--- config.mk ---
export PLATFORM = sky130hd
export DESIGN_NAME = one_wire_bus_master_unit
export DESIGN_NICKNAME = d
export VERILOG_FILES = /design/src/design/owbm_pkg.sv /design/src/design/owbm_csr.sv /design/src/design/owbm_step.sv /design/src/design/one_wire_bus_master_unit.sv
export SDC_FILE = /design/constraint.sdc
export NUM_CORES = 1
export LEC_CHECK = 0
export BUFFER_PORTS_ARGS = -buffer_cell sky130_fd_sc_hd__buf_2
export CORE_MARGIN = 4
export CORE_UTILIZATION = 50
export CTS_CLUSTER_DIAMETER = 150
export CTS_CLUSTER_SIZE = 25
export DETAILED_ROUTE_END_ITERATION = 8
export PLACE_DENSITY = 0.69
export RECOVER_POWER = 50
export SETUP_SLACK_MARGIN = 0.4
export SYNTH_ARGS = -nofsm -noshare
export SYNTH_HDL_FRONTEND = slang
export SYNTH_SLANG_ARGS = --single-unit
export TNS_END_PERCENT = 30
--- constraint.sdc ---
create_clock -name clock -period 11 [get_ports clock]
set_clock_uncertainty 0.15 [all_clocks]
set_input_delay 1.1 -clock clock [delete_from_list [all_inputs] [get_ports clock]]
set_output_delay 1.1 -clock clock [all_outputs]
set_load 0.02 [all_outputs]
--- src/design/owbm_pkg.sv ---
// ----------------------------------------------------------------------------
// owbm_pkg
// Shared types, register indexes, reset values and widths for the single-wire
// bus master.
// ----------------------------------------------------------------------------
package owbm_pkg;

   // Defaults of the top-level parameters.
   localparam int BITS_PER_TRANSFER_DEF = 8;
   localparam int COUNT_WIDTH_DEF       = 10;

   // Port widths.
   localparam int CSR_INDEX_W = 3;
   localparam int CSR_DATA_W  = 10;
   localparam int REQ_TDATA_W = 16;
   localparam int REQ_TUSER_W = 2;
   localparam int RSP_TDATA_W = 16;

   // Register indexes on the configuration port.
   localparam logic [CSR_INDEX_W-1:0] REG_RESET_LOW_TIME = 3'd0;
   localparam logic [CSR_INDEX_W-1:0] REG_PRESENCE_WAIT  = 3'd1;
   localparam logic [CSR_INDEX_W-1:0] REG_RESET_RECOVERY = 3'd2;
   localparam logic [CSR_INDEX_W-1:0] REG_WRITE_ONE_LOW  = 3'd3;
   localparam logic [CSR_INDEX_W-1:0] REG_SLOT_TIME      = 3'd4;
   localparam logic [CSR_INDEX_W-1:0] REG_READ_LOW_TIME  = 3'd5;

   // Register reset values.
   localparam logic [9:0] RESET_LOW_TIME_RST = 10'd480;
   localparam logic [9:0] PRESENCE_WAIT_RST  = 10'd80;
   localparam logic [9:0] RESET_RECOVERY_RST = 10'd400;
   localparam logic [5:0] WRITE_ONE_LOW_RST  = 6'd1;
   localparam logic [7:0] SLOT_TIME_RST      = 8'd60;
   localparam logic [5:0] READ_LOW_TIME_RST  = 6'd2;

   // Operation codes; the request mode field uses the same encoding.
   typedef enum logic [1:0] {
      OP_NONE  = 2'd0,
      OP_RESET = 2'd1,
      OP_WRITE = 2'd2,
      OP_READ  = 2'd3
   } op_type;

   typedef enum logic [2:0] {
      PH_IDLE        = 3'd0,
      PH_RST_LOW     = 3'd1,
      PH_RST_WAIT    = 3'd2,
      PH_RST_TAIL    = 3'd3,
      PH_BIT_LOW     = 3'd4,
      PH_READ_SAMPLE = 3'd5,
      PH_BIT_REST    = 3'd6
   } phase_type;

   typedef struct packed {
      logic [9:0] reset_low_time;
      logic [9:0] presence_wait;
      logic [9:0] reset_recovery;
      logic [5:0] write_one_low;
      logic [7:0] slot_time;
      logic [5:0] read_low_time;
   } cfg_type;

   typedef struct packed {
      logic       rejected;
      logic [7:0] read_data;
      logic       presence;
      logic       done_res;
      logic       busy_res;
      logic       drive_low;
   } rsp_type;

endpackage

--- src/design/owbm_csr.sv ---
// ----------------------------------------------------------------------------
// owbm_csr
// Timing register file, written through the configuration channel.
// ----------------------------------------------------------------------------
module owbm_csr (
   input  logic                            clock,
   input  logic                            reset,
   input  logic                            wr_en,
   input  logic [owbm_pkg::CSR_INDEX_W-1:0] wr_index,
   input  logic [owbm_pkg::CSR_DATA_W-1:0]  wr_data,
   output owbm_pkg::cfg_type               cfg
);
   import owbm_pkg::*;

   cfg_type cfg_ff;
   cfg_type cfg_in;

   // Indexes beyond the list are dropped.
   always_comb begin
      cfg_in = cfg_ff;
      if (wr_en) begin
         case (wr_index)
            REG_RESET_LOW_TIME: cfg_in.reset_low_time = wr_data;
            REG_PRESENCE_WAIT:  cfg_in.presence_wait  = wr_data;
            REG_RESET_RECOVERY: cfg_in.reset_recovery = wr_data;
            REG_WRITE_ONE_LOW:  cfg_in.write_one_low  = wr_data[5:0];
            REG_SLOT_TIME:      cfg_in.slot_time      = wr_data[7:0];
            REG_READ_LOW_TIME:  cfg_in.read_low_time  = wr_data[5:0];
            default:            cfg_in = cfg_ff;
         endcase
      end
   end

   always_ff @(posedge clock) begin
      if (reset) begin
         cfg_ff.reset_low_time <= RESET_LOW_TIME_RST;
         cfg_ff.presence_wait  <= PRESENCE_WAIT_RST;
         cfg_ff.reset_recovery <= RESET_RECOVERY_RST;
         cfg_ff.write_one_low  <= WRITE_ONE_LOW_RST;
         cfg_ff.slot_time      <= SLOT_TIME_RST;
         cfg_ff.read_low_time  <= READ_LOW_TIME_RST;
      end else begin
         cfg_ff <= cfg_in;
      end
   end

   assign cfg = cfg_ff;

endmodule

--- src/design/owbm_step.sv ---
// ----------------------------------------------------------------------------
// owbm_step
// Bus sequencer state and the per-tick step logic. The state advances by one
// tick whenever step_en is high; the result of that tick is given at rsp.
// ----------------------------------------------------------------------------
module owbm_step #(
   parameter int BITS_PER_TRANSFER = owbm_pkg::BITS_PER_TRANSFER_DEF,
   parameter int COUNT_WIDTH       = owbm_pkg::COUNT_WIDTH_DEF
) (
   input  logic              clock,
   input  logic              reset,
   input  logic              step_en,
   input  logic [1:0]        mode,
   input  logic [7:0]        write_data,
   input  logic              line_level,
   input  owbm_pkg::cfg_type cfg,
   output owbm_pkg::rsp_type rsp
);
   import owbm_pkg::*;

   localparam int CNT_W = $clog2(BITS_PER_TRANSFER + 1);
   localparam int IDX_W = (BITS_PER_TRANSFER > 1) ? $clog2(BITS_PER_TRANSFER) : 1;
   localparam int BYTE_W = (BITS_PER_TRANSFER < 8) ? BITS_PER_TRANSFER : 8;
   localparam logic [15:0] TIME_CAP = 16'((1 << COUNT_WIDTH) - 1);
   localparam logic [CNT_W-1:0] LAST_COUNT = CNT_W'(BITS_PER_TRANSFER);

   phase_type                      phase_ff, phase_in;
   op_type                         op_ff, op_in;
   logic [COUNT_WIDTH-1:0]         time_ff, time_in;
   logic [CNT_W-1:0]               bits_ff, bits_in;
   logic [BITS_PER_TRANSFER-1:0]   shift_ff, shift_in;
   logic                           pres_ff, pres_in;
   logic [7:0]                     last_read_ff, last_read_in;
   logic                           done_flag;
   logic                           drive_flag;
   logic                           reject_flag;

   // Zero counts as one tick; values above the counter saturate.
   function automatic logic [COUNT_WIDTH-1:0] duration(input logic [9:0] v);
      logic [9:0] v1;
      v1 = (v == 10'd0) ? 10'd1 : v;
      if ({6'd0, v1} > TIME_CAP) begin
         return TIME_CAP[COUNT_WIDTH-1:0];
      end
      return COUNT_WIDTH'(v1);
   endfunction

   always_comb begin
      phase_in     = phase_ff;
      op_in        = op_ff;
      time_in      = time_ff;
      bits_in      = bits_ff;
      shift_in     = shift_ff;
      pres_in      = pres_ff;
      last_read_in = last_read_ff;
      done_flag    = 1'b0;
      drive_flag   = 1'b0;
      reject_flag  = 1'b0;

      // Command decode: a starting command is already the first tick.
      if (phase_ff == PH_IDLE) begin
         if (mode != OP_NONE) begin
            op_in   = op_type'(mode);
            bits_in = '0;
            if (op_type'(mode) == OP_RESET) begin
               phase_in = PH_RST_LOW;
               time_in  = duration(cfg.reset_low_time);
            end else begin
               shift_in = '0;
               if (op_type'(mode) == OP_WRITE) begin
                  shift_in[BYTE_W-1:0] = write_data[BYTE_W-1:0];
               end
               phase_in = PH_BIT_LOW;
               if (op_type'(mode) == OP_READ) begin
                  time_in = duration({4'd0, cfg.read_low_time});
               end else if (shift_in[0]) begin
                  time_in = duration({4'd0, cfg.write_one_low});
               end else begin
                  time_in = duration({2'd0, cfg.slot_time});
               end
            end
         end
      end else if (mode != OP_NONE) begin
         reject_flag = 1'b1;
      end

      // One tick of the running operation.
      if (phase_in != PH_IDLE) begin
         drive_flag = (phase_in == PH_RST_LOW) || (phase_in == PH_BIT_LOW);
         if (time_in != '0) begin
            time_in = time_in - 1'b1;
         end
         if (time_in == '0) begin
            case (phase_in)
               PH_RST_LOW: begin
                  phase_in = PH_RST_WAIT;
                  time_in  = duration(cfg.presence_wait);
               end
               PH_RST_WAIT: begin
                  pres_in  = ~line_level;
                  phase_in = PH_RST_TAIL;
                  time_in  = duration(cfg.reset_recovery);
               end
               PH_BIT_LOW: begin
                  if (op_in == OP_READ) begin
                     phase_in = PH_READ_SAMPLE;
                     time_in  = duration(10'd1);
                  end else if (shift_in[bits_in[IDX_W-1:0]]) begin
                     phase_in = PH_BIT_REST;
                     time_in  = duration({2'd0, cfg.slot_time});
                  end else begin
                     phase_in = PH_BIT_REST;
                     time_in  = duration(10'd1);
                  end
               end
               PH_READ_SAMPLE: begin
                  if (line_level) begin
                     shift_in[bits_in[IDX_W-1:0]] = 1'b1;
                  end
                  phase_in = PH_BIT_REST;
                  time_in  = duration({2'd0, cfg.slot_time});
               end
               PH_BIT_REST: begin
                  bits_in = bits_in + 1'b1;
                  if (bits_in == LAST_COUNT) begin
                     if (op_in == OP_READ) begin
                        last_read_in = 8'(shift_in[BYTE_W-1:0]);
                     end
                     phase_in  = PH_IDLE;
                     time_in   = '0;
                     op_in     = OP_NONE;
                     done_flag = 1'b1;
                  end else begin
                     phase_in = PH_BIT_LOW;
                     if (op_in == OP_READ) begin
                        time_in = duration({4'd0, cfg.read_low_time});
                     end else if (shift_in[bits_in[IDX_W-1:0]]) begin
                        time_in = duration({4'd0, cfg.write_one_low});
                     end else begin
                        time_in = duration({2'd0, cfg.slot_time});
                     end
                  end
               end
               default: begin
                  // Tail of a reset, or a phase code that means nothing.
                  phase_in  = PH_IDLE;
                  time_in   = '0;
                  op_in     = OP_NONE;
                  done_flag = 1'b1;
               end
            endcase
         end
      end

      rsp.drive_low = drive_flag;
      rsp.busy_res  = (phase_in != PH_IDLE);
      rsp.done_res  = done_flag;
      rsp.presence  = pres_in;
      rsp.read_data = last_read_in;
      rsp.rejected  = reject_flag;
   end

   always_ff @(posedge clock) begin
      if (reset) begin
         phase_ff     <= PH_IDLE;
         op_ff        <= OP_NONE;
         time_ff      <= '0;
         bits_ff      <= '0;
         shift_ff     <= '0;
         pres_ff      <= 1'b0;
         last_read_ff <= '0;
      end else if (step_en) begin
         phase_ff     <= phase_in;
         op_ff        <= op_in;
         time_ff      <= time_in;
         bits_ff      <= bits_in;
         shift_ff     <= shift_in;
         pres_ff      <= pres_in;
         last_read_ff <= last_read_in;
      end
   end

endmodule

--- src/design/one_wire_bus_master_unit.sv ---
// ----------------------------------------------------------------------------
// one_wire_bus_master_unit
// Single-wire bus master timed by one tick item per microsecond.
// ----------------------------------------------------------------------------
//
//   Channel  Direction  Payload
//   req_     in         tuser: mode; tdata: write_data, line_level
//   rsp_     out        tdata: drive_low, busy_res, presence, read_data,
//                       rejected; tlast: done_res
//   csr_     in         csr_index selects a timing register, csr_data value
//
// Each tick item is taken into an input register and stepped through the
// sequencer when the output register is free or being drained; the result
// lands in the output register. While rsp_tready stays high, one item per
// cycle is sustained. A stall on the result side holds the output register
// and the input register, so no tick is ever lost. Reset is synchronous and
// leaves the sequencer idle with the timing registers at their default values.
//
// The sequencer walks reset, write and read operations as a phase machine with
// a down counter per phase; each tick decrements the counter and, when it runs
// out, the next phase is loaded from the timing registers. A command that
// arrives while an operation runs is ignored and flagged as rejected, but its
// item still counts as one tick.
//
module one_wire_bus_master_unit #(
   parameter int BITS_PER_TRANSFER = owbm_pkg::BITS_PER_TRANSFER_DEF,
   parameter int COUNT_WIDTH       = owbm_pkg::COUNT_WIDTH_DEF
) (
   input  logic                             clock,
   input  logic                             reset,
   // Tick and command items.
   input  logic                             req_tvalid,
   output logic                             req_tready,
   input  logic [owbm_pkg::REQ_TDATA_W-1:0] req_tdata,   // [7:0] write_data, [8] line_level
   input  logic [owbm_pkg::REQ_TUSER_W-1:0] req_tuser,   // [1:0] mode
   // Per-tick results.
   output logic                             rsp_tvalid,
   input  logic                             rsp_tready,
   output logic [owbm_pkg::RSP_TDATA_W-1:0] rsp_tdata,   // [0] drive_low, [1] busy_res,
                                                          // [2] presence, [10:3] read_data,
                                                          // [11] rejected
   output logic                             rsp_tlast,   // done_res
   // Timing register writes.
   input  logic                             csr_valid,
   output logic                             csr_ready,
   input  logic [owbm_pkg::CSR_INDEX_W-1:0] csr_index,
   input  logic [owbm_pkg::CSR_DATA_W-1:0]  csr_data
);
   import owbm_pkg::*;

   cfg_type    cfg;
   rsp_type    step_rsp;

   logic       in_valid_ff, in_valid_in;
   logic [1:0] in_mode_ff;
   logic [7:0] in_wdata_ff;
   logic       in_line_ff;
   logic       in_take;
   logic       step_move;

   logic       out_valid_ff, out_valid_in;
   rsp_type    out_ff;

   // Register writes are always taken at once.
   assign csr_ready = 1'b1;

   owbm_csr u_csr (
      .clock    (clock),
      .reset    (reset),
      .wr_en    (csr_valid),
      .wr_index (csr_index),
      .wr_data  (csr_data),
      .cfg      (cfg)
   );

   // The held item steps when the output register is free or being drained.
   assign step_move  = in_valid_ff && (!out_valid_ff || rsp_tready);
   assign req_tready = !in_valid_ff || step_move;
   assign in_take    = req_tvalid && req_tready;

   always_comb begin
      in_valid_in = in_valid_ff;
      if (in_take) begin
         in_valid_in = 1'b1;
      end else if (step_move) begin
         in_valid_in = 1'b0;
      end

      out_valid_in = out_valid_ff;
      if (step_move) begin
         out_valid_in = 1'b1;
      end else if (rsp_tready) begin
         out_valid_in = 1'b0;
      end
   end

   always_ff @(posedge clock) begin
      if (reset) begin
         in_valid_ff  <= 1'b0;
         out_valid_ff <= 1'b0;
      end else begin
         in_valid_ff  <= in_valid_in;
         out_valid_ff <= out_valid_in;
      end
   end

   // Payload registers need no reset.
   always_ff @(posedge clock) begin
      if (in_take) begin
         in_mode_ff  <= req_tuser[1:0];
         in_wdata_ff <= req_tdata[7:0];
         in_line_ff  <= req_tdata[8];
      end
      if (step_move) begin
         out_ff <= step_rsp;
      end
   end

   owbm_step #(
      .BITS_PER_TRANSFER (BITS_PER_TRANSFER),
      .COUNT_WIDTH       (COUNT_WIDTH)
   ) u_step (
      .clock      (clock),
      .reset      (reset),
      .step_en    (step_move),
      .mode       (in_mode_ff),
      .write_data (in_wdata_ff),
      .line_level (in_line_ff),
      .cfg        (cfg),
      .rsp        (step_rsp)
   );

   assign rsp_tvalid = out_valid_ff;
   assign rsp_tlast  = out_ff.done_res;
   assign rsp_tdata  = {4'd0, out_ff.rejected, out_ff.read_data, out_ff.presence,
                        out_ff.busy_res, out_ff.drive_low};

endmodule

==> metrics <==
status=complete, but fails checks; failing checks=max-capacitance violations, max-slew violations; number of synthesized flops with an enable pin=24; fill cell count=about 1.3k; Max VDD drop=slightly below 90 uV; CTS tree=built; Clock Path Buffers=2; Sw Ratio=0.296; gpl congestion=between 0.9 and 1; Hold Vio Cnt, Final=0; Crit-path slowest cell=edfxtp_1; Final period util=0.535; drt pass-1 iters=6; met3 Use GR=0.0594; final setup TNS=0 ns; ant diodes=0; Post-CTS Setup Bufs=0; ranking of synthesized cells by area=dfxtp_1 (27%), edfxtp_1 (11%), nand2_1 (7.9%), a21oi_1 (4.7%), mux2i_1 (4.1%); Yosys reg bits=112; Hold Crit Start=u_step.last_read_ff[0]$_SDFFE_PP0P_; met2 usage=0.378; CP startpoint=in_mode_ff[0]$_DFFE_PP_; grt met1 use=0.418; Setup violations, final=0; H-tree Lvls=3; RSZ-0062 raised after global routing=false; Cell Int Power=0.667 mW; crit-path max cell delay=0.96 ns; initial DRC count=about 860; Yosys top cell by area=dfxtp_1; WP data arrival=5.84 ns; via/cell ratio=roughly 6.4; CTS sink cnt=~110; CTS root buf=clkbuf_16; Flop pwr share=0.475; # hold bufs at CTS=0; Tmin final=about 5.9 ns; Clock transition at path regs=about 0.070 ns; antenna viol nets, final=0; vias in the first global route=roughly 5.7k; Post-Synthesis Cells=around 810; fraction of power consumed by the clock network=0.342; Max Slew Vio Count=~110; WL per Instance=20.1 um; # nets final=~850; # IOs=56; Post-synth top flop=dfxtp_1; P_leak=between 2 and 3 nW; first-pass GRT wire length=31.4 mm; chip width=between 100 and 150 um; Async SR Flop Fraction=0; relative slew slack=-0.701; Die Ht=122 um; CP Class=register to register; Highest Clock Rate=approximately 0.17 GHz; endpoint class of the critical path=register; Final HPWL DP=14.5 mm; gr busiest metal=met1; # DRC=0; sw power=0.280 mW; GRT overflow=0; PortBufs=between 40 and 50; R2R Path Start=in_mode_ff[0]$_DFFE_PP_; Post-Syn Area=6530 um^2; synthesized area per cell=8.10 um^2; GRT Overall Usage=0.270; Starting Density=0.513; die area=14900 um^2; post-cts resize count=0; Area Growth Syn to Fin=7.59%; CP Launch Type=register; vias=~6.3k; Std-Cell Core Area=~13000 um^2; CP Data Required Time=between 10 and 15 ns; antenna violations before repair=0; cell breakdown of the critical path=or2_0 > nand2_4 > a211oi_1 > a22oi_1 > ha_1 > o311ai_1 > nand3_1 > a2bb2oi_1 > o221ai_1 > o2111ai_2 > or3_1 > mux2_1; CP max FO=26; # rows=41; Setup WS pre-CTS=between 5 and 6 ns; Yosys cell types=86; Max Cap Viol=2; final wirelength=between 15 and 20 mm; Least-Margin Pin Slew=~2.6 ns; pwr dens=about 130 nW/um^2; largest net degree at the start of global routing=56; layout cell share with drive strength beyond 1=0.0928; post-synthesis sequential area ratio=0.380; Num CTS Buffers=9; post-synth top area share=0.270; Hold Path Class=register to register; Final WS setup=5.12 ns; Synth Warn #=0; combinational share of power=0.183; clk_lat worst skew=about 0.35 ns
==> synthesized netlist by cell type (5+ instances only) <==
cell type    n
mux2_1       8
a211oi_1    12
nor2_1      61
o21ai_0     35
mux2i_1     27
buf_4        7
or3_1        5
a22o_1       7
nor3_1      28
and3_1      11
inv_1       17
clkbuf_1    37
edfxtp_1    24
nor2b_1     12
a21oi_1     61
nor4_1      12
buf_2       10
o21a_1       7
nand2_1    138
mux2_2       6
o211ai_1     7
o31ai_1      6
dfxtp_1     88
a31oi_1     18
and2_1       7
or4_1        5
nand3_1     40
==> critical path, delay by kind of cell (launching register included) <==
kind | cells | cell delay [ns]
adder cells (fa/ha/maj) | 1 | 0.37
flip-flops | 1 | 0.96
AO/OA/AOI/OAI | 6 | 2.16
multiplexers | 1 | 0.41
AND/OR/NAND/NOR | 4 | 1.58
==> registers in the layout (all words and copies together), names as in the netlist <==
name and cells:
u_step.last_read_ff 8, u_step.phase_ff 3, rsp_tdata 12, rsp_tlast 1, u_step.shift_ff 8, u_step.op_ff 2, u_csr.cfg 50, in_valid_ff 1
rsp_tvalid 1, u_step.pres_ff 1, in_mode_ff 2, u_step.time_ff 10, in_line_ff 1, in_wdata_ff 8, u_step.bits_ff 4
==> cell families after synthesis <==
| group | synth area share |
|---|---|
| fa+ha+maj | 0.00383 |
| other cells | 0.00115 |
| compound gates | 0.225 |
| mux | 0.0690 |
| xor+xnor | 0.00537 |
| flops | 0.380 |
| simple gates | 0.263 |
| buf+inv | 0.0531 |
==> layer usage <==
layer	part of all wire	wire length, um	up-vias
li1	-	-	2972
met1	0.47	9350	2983
met2	0.42	8450	329
met3	0.094	1870	33
met4	0.015	299	0
met5	0	0	-
==> power by group through the flow <==
| stage | Combinational [mW] | Clock (mW) | Sequential [mW] |
|---|---|---|---|
| after floorplan | 0.126 | 0 | 0.455 |
| after global placement | 0.168 | 0 | 0.458 |
| after detailed placement | 0.169 | 0 | 0.459 |
| after CTS | 0.170 | 0.327 | 0.449 |
| after global routing | 0.188 | 0.348 | 0.452 |
| final | 0.174 | 0.324 | 0.450 |
==> through the flow <==
step                      cell area, um^2  instances  utilization  total power, mW  hold slack, ns
after CTS                            7050        991        0.554            0.947           0.311
after floorplan                      6540        809            -            0.581           0.282
after global placement               6760        975        0.531            0.626           0.290
after detailed placement             6760        975        0.531            0.628           0.297
final                                7020        991        0.552            0.947           0.309
after global routing                 7020        991        0.552            0.988           0.339
==> layout by cell type, fill, tap and decap left out, types with 24 or more instances in the layout <==
cell	Yosys	layout
mux2i_1	27	27
nand2_1	138	138
nor3_1	28	28
nand3_1	40	40
buf_2	10	29
o21ai_0	35	35
nor2_1	61	61
edfxtp_1	24	24
dfxtp_1	88	88
a21oi_1	61	61
==> worst paths after layout <==
check                                   endpoint  slack (ns)  cells past startpoint
max                      rsp_tdata[10]$_DFFE_PP_        5.12                     12
min          u_step.last_read_ff[0]$_SDFFE_PP0P_        0.31                      2
max reg2reg              rsp_tdata[10]$_DFFE_PP_        5.12                     12
min reg2reg  u_step.last_read_ff[0]$_SDFFE_PP0P_        0.31                      2
==> layout make-up <==
type / instances / area, um^2 / share of cell area
multi-input cells: 621 / 3710 / 0.528
flip-flops and latches: 112 / 2480 / 0.354
clock buffers: 13 / 272 / 0.0387
repair buffers: 52 / 254 / 0.0362
well taps: 172 / 215 / 0.0306
inverters: 18 / 67.6 / 0.00962
clock inverters: 3 / 22.5 / 0.00321
No activity file was read; power rests on OpenSTA's default activity.
